## config.mk

```make
export PLATFORM = sky130hd
export DESIGN_NAME = sorted_priority_queue_unit_flat
export DESIGN_NICKNAME = d
export VERILOG_FILES = /design/src/rtl/spq_pkg.sv /design/src/rtl/spq_if.sv /design/src/rtl/spq_cell.sv /design/src/rtl/spq_out_buf.sv /design/src/rtl/sorted_priority_queue_unit.sv /design/src/flat_wrapper.sv
export SDC_FILE = /design/constraint.sdc
export NUM_CORES = 2
export LEC_CHECK = 0
export ABC_AREA = 1
export BUFFER_PORTS_ARGS = -buffer_cell sky130_fd_sc_hd__clkbuf_2
export CAP_MARGIN = 15
export CORE_MARGIN = 5
export CORE_UTILIZATION = 50
export DETAILED_ROUTE_END_ITERATION = 16
export HOLD_SLACK_MARGIN = 0.05
export PLACE_DENSITY = 0.64
export SLEW_MARGIN = 20
export SYNTH_ARGS = -nofsm -noshare
export SYNTH_HDL_FRONTEND = slang
export SYNTH_SLANG_ARGS = --single-unit
export TNS_END_PERCENT = 30
```

## constraint.sdc

```tcl
create_clock -name clk -period 26.6 [get_ports clk]
set_clock_uncertainty 0.05 [all_clocks]
set_input_delay 2.66 -clock clk [delete_from_list [all_inputs] [get_ports clk]]
set_output_delay 2.66 -clock clk [all_outputs]
set_load 0.02 [all_outputs]
```

## src/rtl/spq_pkg.sv

```systemverilog
// Package for the sorted priority queue: sizes, cell, request and result types.
// No dependencies; every other file in rtl/ uses it through scoped names.
`default_nettype none

package spq_pkg;

	localparam int DEPTH     = 16;
	localparam int PRIO_BITS = 16;
	localparam int DATA_BITS = 32;
	localparam int CNT_BITS  = $clog2(DEPTH + 1);
	localparam int LEN_BITS  = 5;

	typedef enum logic {
		CMD_INSERT = 1'b0,
		CMD_REMOVE = 1'b1
	} cmd_t;

	typedef struct packed {
		cmd_t                 cmd;
		logic [PRIO_BITS-1:0] priority_req;
		logic [DATA_BITS-1:0] payload;
	} req_t;

	typedef struct packed {
		logic                 out_valid;
		logic [PRIO_BITS-1:0] out_priority;
		logic [DATA_BITS-1:0] out_payload;
		logic [PRIO_BITS-1:0] head_priority;
		logic [DATA_BITS-1:0] head_payload;
		logic                 is_empty;
		logic                 dropped;
		logic [LEN_BITS-1:0]  length;
	} res_t;

	// Contents of one cell of the sorted row.
	typedef struct packed {
		logic                 valid;
		logic [PRIO_BITS-1:0] prio;
		logic [DATA_BITS-1:0] data;
	} cell_t;

	// Operation broadcast to every cell in the cycle of a transfer.
	typedef struct packed {
		logic                 ins;
		logic                 rem;
		logic [PRIO_BITS-1:0] prio;
		logic [DATA_BITS-1:0] data;
	} cell_op_t;

endpackage

`default_nettype wire

```

## src/rtl/spq_if.sv

```systemverilog
// Valid/ready channel interfaces for requests and results of the queue.
// Depends on spq_pkg for the payload types.
`default_nettype none

interface spq_req_if;
	logic          valid;
	logic          ready;
	spq_pkg::req_t pl;

	modport source (output valid, output pl, input ready);
	modport sink   (input valid, input pl, output ready);
endinterface

interface spq_res_if;
	logic          valid;
	logic          ready;
	spq_pkg::res_t pl;

	modport source (output valid, output pl, input ready);
	modport sink   (input valid, input pl, output ready);
endinterface

`default_nettype wire

```

## src/rtl/spq_cell.sv

```systemverilog
// One slot of the sorted row: compares the broadcast priority with its own
// and keeps, takes the new entry or takes a neighbour. Depends on spq_pkg.
`default_nettype none

module spq_cell (
	input  wire logic              clk,
	input  wire logic              arst_n,
	input  wire spq_pkg::cell_op_t op,
	input  wire spq_pkg::cell_t    left,
	input  wire logic              left_le,
	input  wire spq_pkg::cell_t    right,
	output spq_pkg::cell_t         cur,
	output logic                   le,
	output spq_pkg::cell_t         nxt
);

	logic                          valid_q;
	logic [spq_pkg::PRIO_BITS-1:0] prio_q;
	logic [spq_pkg::DATA_BITS-1:0] data_q;

	assign cur = '{valid: valid_q, prio: prio_q, data: data_q};
	// Equal priorities stay ahead of the new entry.
	assign le  = valid_q && (prio_q <= op.prio);

	always_comb begin
		nxt = cur;
		if (op.ins) begin
			if (le) begin
				nxt = cur;
			end else if (left_le) begin
				nxt = '{valid: 1'b1, prio: op.prio, data: op.data};
			end else begin
				nxt = left;
			end
		end else if (op.rem) begin
			nxt = right;
		end
	end

	always_ff @(posedge clk or negedge arst_n) begin
		if (!arst_n) begin
			valid_q <= 1'b0;
		end else begin
			valid_q <= nxt.valid;
		end
	end

	always_ff @(posedge clk) begin
		prio_q <= nxt.prio;
		data_q <= nxt.data;
	end

endmodule

`default_nettype wire

```

## src/rtl/spq_out_buf.sv

```systemverilog
// Two-entry result buffer: output register plus skid register.
// Depends on spq_pkg for the result type.
`default_nettype none

module spq_out_buf (
	input  wire logic          clk,
	input  wire logic          arst_n,
	input  wire logic          push,
	input  wire spq_pkg::res_t push_pl,
	output logic               space,
	output logic               valid,
	input  wire logic          ready,
	output spq_pkg::res_t      pl
);

	logic          v0_q;
	logic          v1_q;
	spq_pkg::res_t r0_q;
	spq_pkg::res_t r1_q;
	logic          pop;

	assign pop   = v0_q && ready;
	assign space = !v1_q;
	assign valid = v0_q;
	assign pl    = r0_q;

	always_ff @(posedge clk or negedge arst_n) begin
		if (!arst_n) begin
			v0_q <= 1'b0;
			v1_q <= 1'b0;
		end else if (pop) begin
			v0_q <= v1_q || push;
			v1_q <= 1'b0;
		end else if (push) begin
			v0_q <= 1'b1;
			v1_q <= v0_q;
		end
	end

	always_ff @(posedge clk) begin
		if (pop) begin
			r0_q <= v1_q ? r1_q : push_pl;
		end else if (push) begin
			if (v0_q) begin
				r1_q <= push_pl;
			end else begin
				r0_q <= push_pl;
			end
		end
	end

endmodule

`default_nettype wire

```

## src/rtl/sorted_priority_queue_unit.sv

```systemverilog
// Top level of the sorted priority queue: a row of spq_cell slots with the
// result buffer spq_out_buf. Depends on spq_pkg and spq_if.
//
//   channel | dir | payload                      | transfer when
//   req     | in  | cmd, priority_req, payload   | req.valid && req.ready
//   res     | out | removed entry, head, length  | res.valid && res.ready
//
// One request per cycle while req.ready is high: every cell compares the broadcast
// priority with its own in parallel and keeps or takes new entry, left or right
// neighbour. A result appears on res in the cycle after its request transfers at
// the earliest; behind an unread result it waits in the second result register.
// req.ready falls only while both result registers are full (res stalled).
// Reset clears every valid bit and the length; no clearing pass is needed.
`default_nettype none

module sorted_priority_queue_unit (
	input  wire logic clk,
	input  wire logic arst_n,
	spq_req_if.sink   req,
	spq_res_if.source res
);

	localparam int N = spq_pkg::DEPTH;

	spq_pkg::cell_t    cur   [N];
	spq_pkg::cell_t    nxt   [N];
	spq_pkg::cell_t    lefts [N];
	spq_pkg::cell_t    rights[N];
	logic              le    [N];
	logic              lles  [N];
	spq_pkg::cell_op_t op;
	spq_pkg::res_t     res_d;

	logic                         space;
	logic                         xfer;
	logic                         full;
	logic                         is_ins;
	logic                         is_rem;
	logic [spq_pkg::CNT_BITS-1:0] count_q;
	logic [spq_pkg::CNT_BITS-1:0] count_d;

	// Accept whenever the result buffer has a free slot.
	assign req.ready = space;
	assign xfer      = req.valid && req.ready;
	assign full      = count_q == spq_pkg::CNT_BITS'(N);
	assign is_ins    = xfer && (req.pl.cmd == spq_pkg::CMD_INSERT);
	assign is_rem    = xfer && (req.pl.cmd == spq_pkg::CMD_REMOVE);

	// Drop inserts into a full row; removes on an empty row shift invalid cells only.
	assign op = '{ins: is_ins && !full, rem: is_rem,
		prio: req.pl.priority_req, data: req.pl.payload};

	genvar g;
	generate
		for (g = 0; g < N; g++) begin : g_cell
			if (g == 0) begin : g_head
				assign lefts[g] = '0;
				assign lles[g]  = 1'b1;
			end else begin : g_mid
				assign lefts[g] = cur[g-1];
				assign lles[g]  = le[g-1];
			end
			if (g == N - 1) begin : g_tail
				assign rights[g] = '0;
			end else begin : g_body
				assign rights[g] = cur[g+1];
			end

			spq_cell u_cell (
				.clk    (clk),
				.arst_n (arst_n),
				.op     (op),
				.left   (lefts[g]),
				.left_le(lles[g]),
				.right  (rights[g]),
				.cur    (cur[g]),
				.le     (le[g]),
				.nxt    (nxt[g])
			);
		end
	endgenerate

	// Track the fill level alongside the row.
	always_comb begin
		count_d = count_q;
		if (op.ins) begin
			count_d = count_q + 1'b1;
		end else if (is_rem && count_q != '0) begin
			count_d = count_q - 1'b1;
		end
	end

	always_ff @(posedge clk or negedge arst_n) begin
		if (!arst_n) begin
			count_q <= '0;
		end else begin
			count_q <= count_d;
		end
	end

	// Build the result from the head as it leaves and as it will be.
	always_comb begin
		res_d               = '0;
		res_d.out_valid     = is_rem && cur[0].valid;
		if (is_rem && cur[0].valid) begin
			res_d.out_priority = cur[0].prio;
			res_d.out_payload  = cur[0].data;
		end
		if (nxt[0].valid) begin
			res_d.head_priority = nxt[0].prio;
			res_d.head_payload  = nxt[0].data;
		end
		res_d.is_empty = !nxt[0].valid;
		res_d.dropped  = is_ins && full;
		res_d.length   = spq_pkg::LEN_BITS'(count_d);
	end

	spq_out_buf u_out_buf (
		.clk    (clk),
		.arst_n (arst_n),
		.push   (xfer),
		.push_pl(res_d),
		.space  (space),
		.valid  (res.valid),
		.ready  (res.ready),
		.pl     (res.pl)
	);

endmodule

`default_nettype wire

```

## src/flat_wrapper.sv

```systemverilog
// flat-port wrapper written by rule: the top's interface ports become plain ports
module sorted_priority_queue_unit_flat 
  (clk, arst_n, req_valid, req_pl, req_ready, res_valid, res_pl, res_ready);
  spq_req_if req_i ();
  spq_res_if res_i ();
  input  wire logic clk;
  input  wire logic arst_n;
  input wire logic [$bits(req_i.valid)-1:0] req_valid;
  input wire logic [$bits(req_i.pl)-1:0] req_pl;
  output wire logic [$bits(req_i.ready)-1:0] req_ready;
  output wire logic [$bits(res_i.valid)-1:0] res_valid;
  output wire logic [$bits(res_i.pl)-1:0] res_pl;
  input wire logic [$bits(res_i.ready)-1:0] res_ready;
  assign req_i.valid = req_valid;
  assign req_i.pl = req_pl;
  assign req_ready = req_i.ready;
  assign res_valid = res_i.valid;
  assign res_pl = res_i.pl;
  assign res_i.ready = res_ready;
  sorted_priority_queue_unit u_core (.clk(clk), .arst_n(arst_n), .req(req_i), .res(res_i));
endmodule
```

Word-level counts from Yosys, hierarchy flattened
Cells that the tools add are included.
{"block": "word_totals", "register_bits": 999, "input_bits": 53, "out_inout_bits": 106, "word_cells": 227}
{"block": "op_classes", "n_addsub": 2, "magnitude_cmp": 16, "n_eq_ne": 17, "muxes": 75, "bitwise_logic": 2, "reduce_logical": 48}
{"operator": "$mux W49", "count": 63}
{"operator": "$mux W104", "count": 4}
{"operator": "$le A16 B16 Y1", "count": 16}
{"operator": "$mux W48", "count": 2}
{"operator": "$reduce_and A2 Y1", "count": 16}
{"operator": "$ne A2 B2 Y1 const B", "count": 15}
{"operator": "$logic_and A1 B1 Y1", "count": 24}
{"operator": "$mux W5", "count": 2}
{"operator": "$add A5 B1 Y5 const B", "count": 1}
{"operator": "$eq A5 B5 Y1 const B", "count": 1}
{"operator": "$reduce_bool A5 Y1", "count": 1}
{"operator": "$sub A5 B1 Y5 const B", "count": 1}
{"operator": "$mux W1", "count": 4}
{"operator": "$reduce_bool A2 Y1", "count": 2}
{"operator": "$logic_not A1 Y1", "count": 3}
{"operator": "$reduce_and A3 Y1", "count": 1}
{"operator": "$ne A2 B1 Y1 const B", "count": 1}
{"operator": "$not A1 Y1", "count": 2}
{"operator": "$logic_or A1 B1 Y1", "count": 1}

Logic depth before layout (Yosys ltp)
{"block": "depth", "word_depth": 9, "mapped_depth": 18, "mapped_depth_nobuf": 17}

Hierarchy
From an unflattened synthesis, not the netlist that was laid out.
{"block": "hier_totals", "hier_cells": 10034, "area_unflattened_um2": 69739.4}
{"mod": "spq_cell at u_core.g_cell[14].u_cell ...", "instances": 11, "cells_per_inst": 574, "area_each_um2": 3772.4, "seq_area_each_um2": 985.9}
{"mod": "spq_cell at u_core.g_cell[0].u_cell ...", "instances": 5, "cells_per_inst": 574, "area_each_um2": 3774.9, "seq_area_each_um2": 985.9}
{"mod": "spq_out_buf", "instances": 1, "cells_per_inst": 582, "area_each_um2": 8067.7, "seq_area_each_um2": 6296.0}
{"mod": "sorted_priority_queue_unit", "instances": 1, "cells_per_inst": 268, "area_each_um2": 1301.2, "seq_area_each_um2": 125.1}

Worst setup path before layout
No wires, ideal clock.
{"block": "synth_path", "path_kind": "input -> register", "startpoint": "input port req_valid", "endpoint": "register u_core.u_out_buf.r0_q, in the netlist u_core.u_out_buf.pl[0] (enable)", "setup_time_ns": 0.710, "arrival_ns": 10.036, "slack_ns": 15.803, "path_stages": 2, "path_buffers": 0, "path_cell_list": "nand2_2 o21ai_0"}
{"block": "synth_via", "elab_chain_cells": 3}
{"element": "start, declared", "line": "flat_wrapper.sv:8", "text": "input wire logic [$bits(req_i.valid)-1:0] req_valid;"}
{"element": "$logic_and A1 B1 Y1", "line": "sorted_priority_queue_unit.sv:44", "text": "assign xfer = req.valid && req.ready;"}
{"element": "$reduce_bool A2 Y1 (no line)"}
{"element": "$reduce_and A2 Y1 (no line)"}
{"element": "end signal, assigned", "line": "spq_out_buf.sv:42", "text": "r0_q <= v1_q ? r1_q : push_pl;"}
{"element": "end signal, assigned", "line": "spq_out_buf.sv:47", "text": "r0_q <= push_pl;"}
{"element": "end, declared", "line": "spq_out_buf.sv:18", "text": "spq_pkg::res_t r0_q;"}
Every way passes these cells.
A chain may end at the register's enable or synchronous reset.

Worst setup path after layout
{"block": "layout_path", "startpoint": "input port req_pl[46]", "endpoint": "register u_core.g_cell[10].u_cell.data_q[25] (netlist name) (enable)"}
{"block": "layout_via", "elab_chain_cells": 4}
{"element": "start, declared", "line": "flat_wrapper.sv:9", "text": "input wire logic [$bits(req_i.pl)-1:0] req_pl;"}
{"element": "$le A16 B16 Y1", "line": "spq_cell.sv:23", "text": "assign le = valid_q && (prio_q <= op.prio);"}
{"element": "$logic_and A1 B1 Y1", "line": "spq_cell.sv:23"}
{"element": "$ne A2 B2 Y1 (no line)"}
{"element": "$reduce_and A2 Y1 (no line)"}
{"element": "end signal, assigned", "line": "spq_cell.sv:50", "text": "data_q <= nxt.data;"}
{"element": "end, declared", "line": "spq_cell.sv:19", "text": "logic [spq_pkg::DATA_BITS-1:0] data_q;"}
Every way passes these cells.

==> run_results.csv <==
group,metric,value,unit
route,first_pass_iters,8,
synthesis,yosys-top-cells-area,"sky130_fd_sc_hd__edfxtp_1 48%, sky130_fd_sc_hd__nand3_1 12%, sky130_fd_sc_hd__nand2_1 10%",
power,vdd_drop_max,0.0000675,V
timing,finalCriticalPeriod,6680,ps
cts,cts.repair_timing.setup_buffer_count,0,
setup_path,worstSetupPathType,"in -> reg",
route,routedWlPerCell,21.6,microns
placed_design,placement.io_buffers,158,
cts,cts.hold.buffers_added,0,
synthesis,synth-async-reset-ratio,2.30,%
cts,clock_insertion_delay_worst_skew,710,ps
synthesis,syn_nets,7166,
die,die-area,122000,sq um
cts,cts.sinks,999,
setup_path,arrival,6940,ps
final_layout,layout.nets,7008,
setup_path,required_time_of_the_critical_path,26860,ps
synthesis,synth.most_common_cell,"sky130_fd_sc_hd__nand2_1",
power,pleak,26.9,nW
worst_hold_path,hold_path.class,"reg -> reg",
cts,clk_pin_slew,60,ps
synthesis,synth_top_family_by_area,"simple AND/OR/NAND/NOR gates",
setup_path,minimum_setup_slack_among_reg_to_reg_paths,21730,ps
timing,final_hold_fails,0,
synthesis,synth-simple-area-share,25.1,%
placed_design,hpwlAfterDp,111,mm
setup_path,rr_endpoint,"u_core.g_cell[6].u_cell.data_q[9]",
die,design.portCount,159,
synthesis,yosys.area.top_type,"sky130_fd_sc_hd__edfxtp_1",
timing,maxClockFrequency,0.150,GHz
global_routing,number_of_antenna_violations_at_the_first_check_in_global_routing,2,
final_layout,drive_gt1_share,7.03,%
synthesis,number_of_distinct_library_cell_variants_in_the_gate_level_netlist_after_synthesis,35,
timing,fin_tns_setup,0,ps
synthesis,synth.top_cells.by_count,"1535 x sky130_fd_sc_hd__nand2_1, 1437 x sky130_fd_sc_hd__nand3_1, 928 x sky130_fd_sc_hd__edfxtp_1",
global_routing,number_of_global_route_vias_before_repair,44600,
synthesis,synthMuxAreaShare,0,%
timing,layout_worst_path_cycle_share,25.1,%
synthesis,yosysWarningCount,0,
global_routing,first_pass_grt_wire_length,270,mm
setup_path,worst_setup_path_end_kind,"register",
setup_path,crit_end,"u_core.g_cell[10].u_cell.data_q[25]",
timing,slew_violations,0,
setup_path,critical_path_peak_fanout,49,
worst_hold_path,worstHoldStart,"u_core.u_out_buf.r1_q[24]",
route,antenna_violating_nets_post_route,0,
cts,maximum_buffer_depth_of_the_clock_tree,3,
timing,max_slew.worst_pin.slew,1200,ps
synthesis,synthCells,6855,
setup_path,crit-reg2reg-launch,"u_core.count_q[0]",
route,drc_errors,0,
setup_path,cp-startpoint,"req_pl[46]",
setup_path,startpoint_type,"primary input",
synthesis,synth.cell_area,57700,sq um
synthesis,ys_seq_elements,999,
cts,tritoncts.num_buffers,106,
global_routing,grt_usage,28.2,%
route,routed_via_density,5.84,
timing,grt_setup_unrepaired,"false",
timing,post-route-worst-setup-slack,19920,ps
final_layout,area_growth,7.58,%
flow_run,timing.max_cap.violations,0,
synthesis,ys_dominant_reg_cell,"sky130_fd_sc_hd__edfxtp_1",
synthesis,number_of_enable_type_register_cells_in_the_synthesized_netlist,928,
global_routing,overflow,0,
cts,post_cts_resize_count,0,
route,postRouteWirelength,179,mm
run_status,run_status,"finished, final reports clean",
die,floorplan.rows,124,
route,initialDrtViolationCount,5951,
die,starting_density_of_the_core,50.4,%
global_routing,grt_max_degree,268,
placed_design,gp_congestion,0.883,
final_layout,seqCellArea,29400,sq um
power,power_density,101,nW/um^2
synthesis,seq_area_frac_synth,51.0,%
final_layout,multi_input_area,22700,sq um
final_layout,fillCellCount,10500,
synthesis,yosys.area_share.xor_xnor,0.0456,%
synthesis,postSynthAreaPerCell,8.41,sq um
cts,tritoncts,"built",
setup_path,reg2reg_depth,11,
cts,cts-htree-levels,3,
synthesis,post_synthesis_share_of_cell_area_spent_on_full_adders_half_adders_and_majority_gates,5.60,%
die,die_y,350,microns
synthesis,synthDominantCellAreaShare,48.3,%
cts,cts.root.buffer_cell,"sky130_fd_sc_hd__clkbuf_16",
die,core_region_area,115000,sq um
route,detailroute.via_count,48400,
timing,timing.slew.headroom,18.9,%
placed_design,dpl_worst_slack,19310,ps
die,die_width,350,microns
synthesis,synth_area_in_compound_gates,8.42,%
timing,setup-violations-final,0,
[worst min path at each step]
stage                                           to  slack [ps]  cells after the start
2_1_floorplan                u_core.u_out_buf.v1_q         420                      2
3_3_place_gp                 u_core.u_out_buf.v1_q         440                      2
3_5_place_dp               u_core.u_out_buf.pl[24]         450                      2
4_1_cts                    u_core.u_out_buf.pl[10]         470                      2
5_1_grt        u_core.g_cell[14].u_cell.data_q[30]         480                      2
6_report                   u_core.u_out_buf.pl[24]         460                      2
[layout make-up]
cell class	instances	area share [%]
sequential	999	47.4
tap	1512	3.05
inverter	833	5.05
clock buffer	147	4.78
clock inverter	47	0.710
antenna	1	0.00403
multi-input combinational	4516	36.6
timing repair buffer	241	2.35
[cells by family after synthesis]
kind of cell	count (synthesis)
AND/OR/NAND/NOR	3315
AO/OA/AOI/OAI	940
adder cells (fa/ha/maj)	258
XOR/XNOR	3
flip-flops	999
buffers and inverters	1340
[report_power, final]
part,switching [W],total [W],internal [W]
combinational,0.00163,0.00221,0.000579
sequential,0.000184,0.00259,0.00240
clock,0.000649,0.00149,0.000836
[stage by stage]
| stage | power (W) | utilization, % | instance area (sq um) | cells | hold slack, ps |
|---|---|---|---|---|---|
| global placement | 0.00472 | 51.2 | 58600 | 8101 | 440 |
| floorplan | 0.00412 | - | 57700 | 6855 | 423 |
| detailed placement | 0.00477 | 51.2 | 58600 | 8101 | 452 |
| global route | 0.00664 | 54.2 | 62000 | 8295 | 479 |
| finish | 0.00628 | 54.2 | 62000 | 8296 | 465 |
| CTS | 0.00626 | 54.2 | 62000 | 8295 | 465 |
[worst max-delay path: stages]
cell and delay (ps):
sky130_fd_sc_hd__clkbuf_2 130, sky130_fd_sc_hd__inv_1 540, sky130_fd_sc_hd__buf_4 370, sky130_fd_sc_hd__ha_1 170
sky130_fd_sc_hd__nand2_1 60, sky130_fd_sc_hd__inv_1 50, sky130_fd_sc_hd__nand3_1 80, sky130_fd_sc_hd__nor2_1 190
sky130_fd_sc_hd__nand2_1 70, sky130_fd_sc_hd__nand2_1 90, sky130_fd_sc_hd__nand2_4 410, sky130_fd_sc_hd__nand2_2 540
sky130_fd_sc_hd__buf_4 560, sky130_fd_sc_hd__nand2_1 210, sky130_fd_sc_hd__nand2_4 710
[placed cells by master (no fill, tap or decap), types with 50 or more instances in the layout]
master and instances:
sky130_fd_sc_hd__buf_4 78, sky130_fd_sc_hd__nand3_1 1436, sky130_fd_sc_hd__nor2_1 282, sky130_fd_sc_hd__clkbuf_16 107, sky130_fd_sc_hd__clkbuf_2 158, sky130_fd_sc_hd__o211ai_1 50
sky130_fd_sc_hd__nand2_1 1514, sky130_fd_sc_hd__edfxtp_1 928, sky130_fd_sc_hd__inv_1 826, sky130_fd_sc_hd__ha_1 258, sky130_fd_sc_hd__o21ai_1 116, sky130_fd_sc_hd__o21ai_0 609
sky130_fd_sc_hd__a21oi_1 154
[sequential cells by signal (all words and copies together), names as in the netlist]
name,cells
u_core.u_out_buf.valid,1
u_core.g_cell.u_cell.prio_q,256
u_core.count_q,5
u_core.g_cell.u_cell.data_q,512
u_core.u_out_buf.v1_q,1
u_core.g_cell.u_cell.valid_q,16
u_core.u_out_buf.r1_q,104
u_core.u_out_buf.pl,104
[layer usage]
metal	share of wire, %	vias to the layer above	GRT usage, %
met2	42	2721	41.1
met4	2.4	2	7.73
met1	44	22600	42.1
li1	-	22800	-
met3	12	260	6.99
met5	0.0039	-	0
Note: power is estimated with default switching activity, not from simulation.
